`src/hw/rtl/assert_macros.svh`:
```
// ----------------------------------------------------------------------------
// assertion macros
// shared property forms for the rtl checks
// ----------------------------------------------------------------------------
`ifndef ASSERT_MACROS_SVH
`define ASSERT_MACROS_SVH

// same-cycle implication, disabled while reset is high
`define ASSERT_IMPLY(label, clk, rst, ante, cons, msg) \
   label: assert property (@(posedge clk) disable iff (rst) (ante) |-> (cons)) \
      else $error(msg);

// next-cycle implication, disabled while reset is high
`define ASSERT_NEXT(label, clk, rst, ante, cons, msg) \
   label: assert property (@(posedge clk) disable iff (rst) (ante) |=> (cons)) \
      else $error(msg);

`endif

```
`src/hw/rtl/erg_pkg.sv`:
```
// ----------------------------------------------------------------------------
// erg_pkg
// widths, defaults and the control type of the euclidean rhythm generator
// ----------------------------------------------------------------------------
package erg_pkg;

   localparam int STEPS_W       = 7;
   localparam int HITS_W        = 8;
   localparam int ROT_W         = 8;
   localparam int RHYTHM_W      = 64;
   localparam int TOTAL_W       = 7;
   localparam int MAX_STEPS_DEF = 64;

   // load and advance strobes for a serial unit
   typedef struct packed {
      logic load;
      logic step;
   } erg_ctl_type;

endpackage

```
`src/hw/rtl/euclidean_rhythm_generator.sv`:
```
// one item at a time: start is taken only while busy is low
// busy drops in the cycle after rsp_valid
// each item runs the 8-bit serial modulo, then the one-step-per-cycle bresenham loop
// each result is shown for one cycle only; the receiver cannot stall
// reset is synchronous, active high, and returns the sequencer to idle
// ----------------------------------------------------------------------------
// euclidean_rhythm_generator
// builds an n-step euclidean rhythm, rotated within its window, and its hit count
// ----------------------------------------------------------------------------
`include "assert_macros.svh"

module euclidean_rhythm_generator #(
   parameter int MAX_STEPS = erg_pkg::MAX_STEPS_DEF
) (
   input  logic                          clock,
   input  logic                          reset,
   input  logic                          start,
   output logic                          busy,
   input  logic [erg_pkg::STEPS_W-1:0]   req_steps,
   input  logic [erg_pkg::HITS_W-1:0]    req_hits,
   input  logic [erg_pkg::ROT_W-1:0]     req_rotation,
   output logic                          rsp_valid,
   output logic [erg_pkg::RHYTHM_W-1:0]  rsp_rhythm,
   output logic [erg_pkg::TOTAL_W-1:0]   rsp_hit_total
);
   import erg_pkg::*;

   // sequencer: load, serial modulo, seed the spreader, walk the steps, show result
   typedef enum logic [4:0] {
      ST_IDLE = 5'b00001,
      ST_DIV  = 5'b00010,
      ST_SEED = 5'b00100,
      ST_GEN  = 5'b01000,
      ST_RESP = 5'b10000
   } state_type;

   state_type            state_ff, state_in;
   logic [STEPS_W-1:0]   cnt_ff, cnt_in;
   logic [STEPS_W-1:0]   n_ff, n_in;
   logic [STEPS_W-1:0]   k_ff, k_in;
   logic                 accept;
   logic [STEPS_W-1:0]   n_sat;
   erg_ctl_type          div_ctl;
   erg_ctl_type          spr_ctl;
   logic [STEPS_W-1:0]   rot_mod;
   logic [MAX_STEPS-1:0] spr_bits;
   logic [TOTAL_W-1:0]   spr_total;

   assign accept = start && !busy;

   // step count saturates at the configured maximum, hits clamp to the step count
   assign n_sat = (req_steps > STEPS_W'(MAX_STEPS)) ? STEPS_W'(MAX_STEPS) : req_steps;

   always_comb begin
      n_in = n_ff;
      k_in = k_ff;
      if (accept) begin
         n_in = n_sat;
         k_in = (req_hits > {1'b0, n_sat}) ? n_sat : req_hits[STEPS_W-1:0];
      end
   end

   always_ff @(posedge clock) begin
      n_ff <= n_in;
      k_ff <= k_in;
   end

   // sequencer next state; cnt counts modulo bits, then pattern steps
   always_comb begin
      state_in = state_ff;
      cnt_in   = cnt_ff;
      case (state_ff)
         ST_IDLE: begin
            cnt_in = '0;
            if (accept) begin
               state_in = ST_DIV;
            end
         end
         ST_DIV: begin
            cnt_in = cnt_ff + STEPS_W'(1);
            if (cnt_ff == STEPS_W'(ROT_W - 1)) begin
               state_in = ST_SEED;
            end
         end
         ST_SEED: begin
            cnt_in = '0;
            // empty pattern skips the step walk; the seed already cleared it
            state_in = (n_ff == '0) ? ST_RESP : ST_GEN;
         end
         ST_GEN: begin
            cnt_in = cnt_ff + STEPS_W'(1);
            if (cnt_ff == (n_ff - STEPS_W'(1))) begin
               state_in = ST_RESP;
            end
         end
         ST_RESP: begin
            state_in = ST_IDLE;
         end
         default: begin
            state_in = ST_IDLE;
         end
      endcase
   end

   always_ff @(posedge clock) begin
      if (reset) begin
         state_ff <= ST_IDLE;
         cnt_ff   <= '0;
      end else begin
         state_ff <= state_in;
         cnt_ff   <= cnt_in;
      end
   end

   // rotation mod n, one rotation bit per cycle
   assign div_ctl.load = accept;
   assign div_ctl.step = (state_ff == ST_DIV);

   erg_divider u_divider (
      .clock     (clock),
      .ctl       (div_ctl),
      .dividend  (req_rotation),
      .divisor   (n_in),
      .remainder (rot_mod)
   );

   // step i of the pattern lands at slot (i + rotation) mod n, which is the rotation
   assign spr_ctl.load = (state_ff == ST_SEED);
   assign spr_ctl.step = (state_ff == ST_GEN);

   erg_spreader #(
      .MAX_STEPS (MAX_STEPS)
   ) u_spreader (
      .clock  (clock),
      .ctl    (spr_ctl),
      .n      (n_ff),
      .k      (k_ff),
      .offset (rot_mod),
      .bits   (spr_bits),
      .total  (spr_total)
   );

   assign busy          = (state_ff != ST_IDLE);
   assign rsp_valid     = (state_ff == ST_RESP);
   assign rsp_rhythm    = RHYTHM_W'(spr_bits);
   assign rsp_hit_total = spr_total;

   // checks
   `ASSERT_NEXT(a_one_result, clock, reset, rsp_valid, !rsp_valid, "result strobe repeated")
   `ASSERT_NEXT(a_accept_busy, clock, reset, accept, busy, "not busy after accepting an item")
   `ASSERT_IMPLY(a_total_bound, clock, reset, rsp_valid, rsp_hit_total <= n_ff, "hit count above steps")
   `ASSERT_IMPLY(a_gen_count, clock, reset, state_ff == ST_GEN, cnt_ff < n_ff, "step walk overran")

endmodule

```
`src/hw/rtl/erg_divider.sv`:
```
// ----------------------------------------------------------------------------
// erg_divider
// restoring remainder unit, one dividend bit per cycle while step is high
// ----------------------------------------------------------------------------
module erg_divider (
   input  logic                         clock,
   input  erg_pkg::erg_ctl_type         ctl,
   input  logic [erg_pkg::ROT_W-1:0]    dividend,
   input  logic [erg_pkg::STEPS_W-1:0]  divisor,
   output logic [erg_pkg::STEPS_W-1:0]  remainder
);
   import erg_pkg::*;

   logic [ROT_W-1:0]   dvd_ff, dvd_in;
   logic [STEPS_W-1:0] rem_ff, rem_in;
   logic [STEPS_W-1:0] rem_shift;
   logic               ge;

   // remainder stays below the divisor (at most 64), so it fits in six bits
   assign rem_shift = {rem_ff[STEPS_W-2:0], dvd_ff[ROT_W-1]};
   assign ge        = (rem_shift >= divisor);

   always_comb begin
      dvd_in = dvd_ff;
      rem_in = rem_ff;
      if (ctl.load) begin
         dvd_in = dividend;
         rem_in = '0;
      end else if (ctl.step) begin
         dvd_in = {dvd_ff[ROT_W-2:0], 1'b0};
         rem_in = ge ? (rem_shift - divisor) : rem_shift;
      end
   end

   always_ff @(posedge clock) begin
      dvd_ff <= dvd_in;
      rem_ff <= rem_in;
   end

   assign remainder = rem_ff;

endmodule

```
`src/hw/rtl/erg_spreader.sv`:
```
// ----------------------------------------------------------------------------
// erg_spreader
// bresenham hit spreader, one step per cycle while step is high, written at the rotated slot
// ----------------------------------------------------------------------------
module erg_spreader #(
   parameter int MAX_STEPS = erg_pkg::MAX_STEPS_DEF
) (
   input  logic                         clock,
   input  erg_pkg::erg_ctl_type         ctl,
   input  logic [erg_pkg::STEPS_W-1:0]  n,
   input  logic [erg_pkg::STEPS_W-1:0]  k,
   input  logic [erg_pkg::STEPS_W-1:0]  offset,
   output logic [MAX_STEPS-1:0]         bits,
   output logic [erg_pkg::TOTAL_W-1:0]  total
);
   import erg_pkg::*;

   localparam int PTR_W = (MAX_STEPS > 1) ? $clog2(MAX_STEPS) : 1;

   logic [STEPS_W-1:0]   acc_ff, acc_in;
   logic [PTR_W-1:0]     ptr_ff, ptr_in;
   logic [MAX_STEPS-1:0] bits_ff, bits_in;
   logic [TOTAL_W-1:0]   total_ff, total_in;
   logic [STEPS_W:0]     sum;
   logic                 ge;
   logic                 hit;
   logic                 last;

   assign sum  = {1'b0, acc_ff} + {1'b0, k};
   assign ge   = (sum >= {1'b0, n});
   assign hit  = ge && (k != '0);
   assign last = (STEPS_W'(ptr_ff) == (n - STEPS_W'(1)));

   always_comb begin
      acc_in   = acc_ff;
      ptr_in   = ptr_ff;
      bits_in  = bits_ff;
      total_in = total_ff;
      if (ctl.load) begin
         acc_in   = n - k;
         ptr_in   = PTR_W'(offset);
         bits_in  = '0;
         total_in = '0;
      end else if (ctl.step) begin
         acc_in          = ge ? STEPS_W'(sum - {1'b0, n}) : sum[STEPS_W-1:0];
         bits_in[ptr_ff] = hit;
         ptr_in          = last ? '0 : (ptr_ff + PTR_W'(1));
         total_in        = total_ff + TOTAL_W'(hit);
      end
   end

   always_ff @(posedge clock) begin
      acc_ff   <= acc_in;
      ptr_ff   <= ptr_in;
      bits_ff  <= bits_in;
      total_ff <= total_in;
   end

   assign bits  = bits_ff;
   assign total = total_ff;

endmodule
```
`config.mk`:
```
export PLATFORM = sky130hd
export DESIGN_NAME = euclidean_rhythm_generator
export DESIGN_NICKNAME = d
export VERILOG_FILES = /design/src/hw/rtl/erg_pkg.sv /design/src/hw/rtl/euclidean_rhythm_generator.sv /design/src/hw/rtl/erg_divider.sv /design/src/hw/rtl/erg_spreader.sv
export VERILOG_INCLUDE_DIRS = /design/src /design/src/hw/rtl
export SDC_FILE = /design/constraint.sdc
export NUM_CORES = 1
export LEC_CHECK = 0
export ABC_AREA = 1
export BUFFER_PORTS_ARGS = -buffer_cell sky130_fd_sc_hd__clkbuf_2
export CAP_MARGIN = 20
export CORE_MARGIN = 2
export CORE_UTILIZATION = 40
export DETAILED_ROUTE_END_ITERATION = 10
export SYNTH_ARGS = -nofsm -noshare
export SYNTH_HDL_FRONTEND = slang
export SYNTH_SLANG_ARGS = --single-unit
```
`constraint.sdc`:
```
create_clock -name clock -period 3.4 [get_ports clock]
set_clock_uncertainty 0.05 [all_clocks]
set_input_delay 0.68 -clock clock [delete_from_list [all_inputs] [get_ports clock]]
set_output_delay 0.68 -clock clock [all_outputs]
set_load 0.02 [all_outputs]
```
**Yosys cells after proc, flatten, opt, wreduce, memory -nomap -nowiden**

Cells that the tools add are included.

- Shifts and indexed selects: 0
- Magnitude comparators: 6
- Add/subtract/negate cells: 8
- Reductions and logical operators: 12
- Multiplexer cells: 21
- $mul: 0
- Bitwise operators: 0
- Div/mod/pow operators: 0
- Eq/ne operators: 12

Operator list:

| operator | count |
|---|---|
| 64-bit bitwise mux | 1 |
| 7-bit two-way mux | 6 |
| 6-bit two-way mux | 4 |
| 5-bit two-way mux | 4 |
| 5-bit one-hot mux with 4 select lines | 1 |
| 8-bit two-way mux | 2 |
| 7-bit one-hot mux with 2 select lines | 1 |
| 7-bit subtractor | 2 |
| 7-bit by 7-bit adder with 8-bit output | 1 |
| 8-bit by 7-bit greater-or-equal comparator with 1-bit output | 1 |
| 8-bit by 7-bit > comparator with 1-bit output | 1 |
| 7-bit by 1-bit adder with 7-bit output | 1 |
| 7-bit by 1-bit adder with 7-bit output, second input constant | 1 |
| 6-bit by 7-bit == test with 1-bit output | 1 |
| 7-bit by 3-bit == test with 1-bit output, second input constant | 1 |
| 7-bit == test | 1 |
| 7-bit greater-or-equal comparator | 1 |
| 7-bit > comparator, second input constant | 1 |
| 7-bit zero test | 1 |
| 6-bit by 7-bit < comparator with 1-bit output, second input constant | 1 |
| 7-bit nonzero test | 1 |
| 7-bit by 1-bit subtractor with 7-bit output, second input constant | 1 |
| 6-bit by 1-bit adder with 6-bit output, second input constant | 1 |
| 1-bit demux with 6-bit select | 1 |
| 16 further kinds | 22 |

- Bits in read-only memories: 0
- Output and inout bits: 73
- Bits in registers: 124
- RAM bits: 0
- Memories: 0
- Input bits: 26
- Bits in latches: 0
- Logic and storage cells: 69

**Logic depth before layout (Yosys ltp)**

- Depth in word-level cells: 6
- Depth in mapped cells: 23

**Modules after synthesis**

From an unflattened synthesis, not the netlist that was laid out.

- Cell total of the unflattened synthesis: 1,036
- Area total of the unflattened synthesis: 8,012.7 um2

Modules (own cells, without submodules):

| module | seq. area each (um2) | times used | area an instance (um2) | cells each |
|---|---|---|---|---|
| erg_spreader | 1,811.7 | 1 | 5,237.5 | 638 |
| euclidean_rhythm_generator | 590.6 | 1 | 1,636.6 | 235 |
| erg_divider | 380.4 | 1 | 1,138.6 | 163 |

**Least setup slack after synthesis**

Ideal clock, no wire load.

- Path kind: reg-to-reg
- Start: register k_ff[0]
- End: register u_spreader.total_ff[6], in the netlist u_spreader.total[6]
- Path slack: -234 ps
- Arrival time: 3,464 ps
- Required time: 3,231 ps
- Cell stages (with the launch flop): 23
- Buffers on the path: 2
- Cell sequence: edfxtp_1 ha_1 fa_1 nand3_1 nand2_1 xor2_1 inv_1 ha_1 nand2_1 nor3_2 o21ai_4 nand2_4 nand2_4 buf_12 buf_12 inv_2 ha_1 ha_1 inv_1 nor3_2 nand4_1 o21ai_1 a21oi_1

- Cells in the longest elaborated chain, start to end: 4
- Elaborated cells between the ends (all ways): 5

RTL lines:

| element | line | text |
|---|---|---|
| start, declared | euclidean_rhythm_generator.sv:40 | `logic [STEPS_W-1:0] k_ff, k_in;` |
| start signal, assigned | euclidean_rhythm_generator.sv:65 | `k_ff <= k_in;` |
| 7-bit by 7-bit adder with 8-bit output | erg_spreader.sv:29 | `assign sum = {1'b0, acc_ff} + {1'b0, k};` |
| 8-bit by 7-bit greater-or-equal comparator with 1-bit output | erg_spreader.sv:30 | `assign ge = (sum >= {1'b0, n});` |
| 1-bit logical AND * | erg_spreader.sv:31 | `assign hit = ge && (k != '0);` |
| via u_spreader.hit | erg_spreader.sv:26 | `logic hit;` |
| 7-bit by 1-bit adder with 7-bit output * | erg_spreader.sv:48 | `total_in = total_ff + TOTAL_W'(hit);` |
| end signal, assigned | erg_spreader.sv:56 | `total_ff <= total_in;` |
| end, declared | erg_spreader.sv:23 | `logic [TOTAL_W-1:0] total_ff, total_in;` |

The timed path passes the listed nets; every way through them passes the cells marked *.
A chain may end at the register's enable or synchronous reset.

**Worst setup path in the final report**

Same ends and word-level chain as after synthesis.

==> run_results.csv <==
group,metric,value,unit
status,outcome,"finished, final reports clean",
route,drc_errors,0,
critical_path,regToRegSetupSlack,150,ps
placement,portBuffers,98,
route,routed_via_density,5.06,
critical_path,cp_slowest_cell,"fa_2",
layout,nets,1060,
critical_path,critPathKind,"reg2reg",
sta,tns,0,ps
grt,grt_pass1_vias,5635,
power_and_ir_drop,p_leak,3.74,nW
power_and_ir_drop,p_clk_share,32.7,%
placement,post_dp_cell_area,7830,sq um
synthesis,synth_common_cells,"nand2_1 (147), dfxtp_1 (96), inv_1 (80), nor2_1 (80), o21ai_0 (64)",
power_and_ir_drop,ir_worst_vdd,424,uV
cts,cts_sinks,124,
critical_path,cp_num_cells,20,
critical_path,cp.arrival,3510,ps
cts,cts_max_level,4,
critical_path,path_cells,"ha_2 -> fa_2 -> nand3_2 -> nand2_1 -> xor2_2 -> inv_1 -> ha_4 -> nand2_2 -> nor3_4 -> o21ai_4 -> nand2_4 -> nand2_4 -> inv_4 -> ha_4 -> ha_1 -> inv_1 -> nor3_4 -> nand4_1 -> o21ai_1 -> a21oi_1",
route,dr.pass1.iters,6,
layout,seqCellArea,2760,sq um
floorplan,ioPinCount,99,
critical_path,cp_slowest_stage_delay,410,ps
synthesis,async_flop_share,0,%
synthesis,syn_inst,891,
sta,finalMaxSlewViolations,0,
critical_path,r2r-end,"u_spreader.total[6]",
floorplan,initial_utilization,41.1,%
floorplan,die_h,138,um
critical_path,cp-end-kind,"flop",
synthesis,synth.ff_latch_count,124,
synthesis,synthFlopType,"dfxtp_1",
power_and_ir_drop,p_int,3.51,mW
layout,layout-drive-gt1-share,24.6,%
synthesis,synth.area.top_cells,"dfxtp_1 (27%), edfxtp_1 (12%), nand2_1 (7.7%)",
grt,grt_usage,19.5,%
placement,place_congestion,0.889,
critical_path,crit_fanout,6,
layout,fillCellCount,1707,
grt,grt_pass1_wl,28900,um
synthesis,synth.avg_cell_area,8.04,sq um
critical_path,crit_start,"k_ff[0]",
layout,final_core_util,49.2,%
route,vias,6224,
hold_path,hp-class,"reg2reg",
synthesis,yosys.area.top_type,"dfxtp_1",
critical_path,worstPathRequired,3670,ps
sta,fmax,0.308,GHz
floorplan,core.rowCount,48,
synthesis,ys_warn_count,0,
route,drtIter0Drc,365,
sta,worst_pin_slew,641,ps
critical_path,critPathBufInv,3,
synthesis,synth_nets,960,
synthesis,synth_edf_count,28,
sta,fin_crit_sh,95.5,%
critical_path,path_delay_family,"adder cells",
layout,n_antenna_cell,0,
synthesis,synth_cell_type_count,49,
sta,hold_viol,0,
critical_path,r2r_cells,20,
grt,grt_max_degree,69,
layout,final_cell_area,8570,sq um
power_and_ir_drop,switching_share,38.1,%
sta,grt_setup_unrepaired,"yes",
power_and_ir_drop,total_power,5.68,mW
floorplan,dieArea,19000,sq um
route,ant_nets,0,
route,drt_wl_total,18000,um
route,wl_per_cell,14.6,um
floorplan,die_w,138,um
power_and_ir_drop,comb_power_share,36.6,%
power_and_ir_drop,power_per_cell_area,663,nW/um^2
cts,clk_pin_slew_worst_paths,60,ps
sta,hold_slack,432,ps
placement,post-dp-hpwl,13000,um
grt,overflow,0,
cts,postCtsHoldBufs,0,
synthesis,yosysSeqAreaShare,38.6,%
layout,area_growth_syn_to_layout,19.6,%
synthesis,synthesis.area,7160,sq um
cts,cts_root_buf,"clkbuf_16",
layout,multi_input_area,3980,sq um
grt,antenna_found_initial,0,
critical_path,start_kind,"flop",
sta,slew_headroom,57.2,%
floorplan,core_area,17400,sq um
sta,period_needed,3250,ps
critical_path,crit_end,"u_spreader.total[6]",
cts,cts_tree,"built",
cts,clock_path_buffers,2,
critical_path,crit-reg2reg-launch,"k_ff[0]",
synthesis,post-synth-top-count-cell,"nand2_1",
run,cap_violations,0,
power_and_ir_drop,seqPwrFrac,30.7,%
sta,setup_viol,0,
synthesis,synth_top_area_share,26.8,%
cts,clk_latency,420,ps
power_and_ir_drop,power.switching,2.17,mW
cts,cts_buffers,17,
-- flip-flops by register name, indices dropped and copies added, names as in the netlist --
signal / flops
cnt_ff: 7
k_ff: 7
n_ff: 7
state_ff: 5
u_divider.dvd_ff: 8
u_divider.remainder: 6
u_spreader.acc_ff: 7
u_spreader.bits: 64
u_spreader.ptr_ff: 6
u_spreader.total: 7
-- logic make-up (layout without fill, tap and decap cells) --
family / count (synthesis) / after routing / synth area share [%]
compound gates: 232 / 232 / 19.7
xor+xnor: 22 / 22 / 2.69
fa+ha+maj: 43 / 43 / 7.93
buf+inv: 121 / 234 / 8.23
flops: 124 / 124 / 38.6
simple gates: 349 / 349 / 22.9
-- tightest hold or removal path: cells and delay by family, from the launching register on --
kind / cells / cell delay [ps]
flip-flops: 1 / 310
AO/OA/AOI/OAI: 1 / 60
buffers and inverters: 1 / 70
-- area by class of cell --
cell class,instances,area share [%]
Sequential cell,124,32.2
Inverter,91,4.07
Clock inverter,15,2.02
Clock buffer,17,4.96
Multi-Input combinational cell,646,46.4
Tap cell,225,3.29
Timing Repair Buffer,111,7.01
-- layer usage --
| metal | GRT usage, % | up-vias | part of all wire, % |
|---|---|---|---|
| met3 | 2.98 | 19 | 4.1 |
| met2 | 30.0 | 147 | 45 |
| li1 | - | 3251 | - |
| met1 | 27.9 | 2807 | 49 |
| met4 | 6.35 | 0 | 1.4 |
| met5 | 0 | - | 0 |
-- how the worst min path moves through the flow --
stage	startpoint	to	slack, ps	cells past startpoint
floorplan	u_divider.remainder[5]	u_divider.remainder[5]	400	2
global placement	u_spreader.total[6]	u_spreader.total[6]	420	2
detailed placement	u_spreader.total[6]	u_spreader.total[6]	420	2
CTS	u_spreader.total[6]	u_spreader.total[6]	430	2
global route	u_divider.remainder[5]	u_divider.remainder[5]	470	2
finish	u_spreader.total[6]	u_spreader.total[6]	430	2
-- power by group through the flow --
| stage | Sequential [mW] | Combinational, mW | Clock, mW |
|---|---|---|---|
| finish | 1.74 | 2.08 | 1.86 |
| global route | 1.76 | 2.35 | 1.96 |
| CTS | 1.74 | 2.00 | 1.89 |
| detailed placement | 1.77 | 1.99 | 0 |
| global placement | 1.77 | 1.99 | 0 |
| floorplan | 1.77 | 1.72 | 0 |
-- what timing repair did --
action | 4_1_cts | 5_1_grt
buffers inserted | 0 | 4
setup endpoints to repair | 0 | 7
resized for setup | 0 | 15
-- through the flow --
| stage | instances | worst slack [ps] |
|---|---|---|
| floorplan | 891 | 3.86 |
| global placement | 1193 | 98.3 |
| detailed placement | 1193 | 44.9 |
| CTS | 1225 | 18.6 |
| global route | 1229 | -116 |
| finish | 1229 | 152 |
-- placed cells by master (no fill, tap or decap), types with 9 or more instances in the layout --
master and count:
nand2_1 146, clkbuf_2 98, dfxtp_1 96, inv_1 80
nor2_1 80, o21ai_0 64, nand3_1 53, a21oi_1 53
a21oi_2 50, o21ai_1 47, ha_1 29, edfxtp_1 28
nor3_1 21, clkbuf_16 17, xor2_1 15, nand4_1 14
buf_4 12, ha_4 9
No activity file was read; power rests on OpenSTA's default activity.
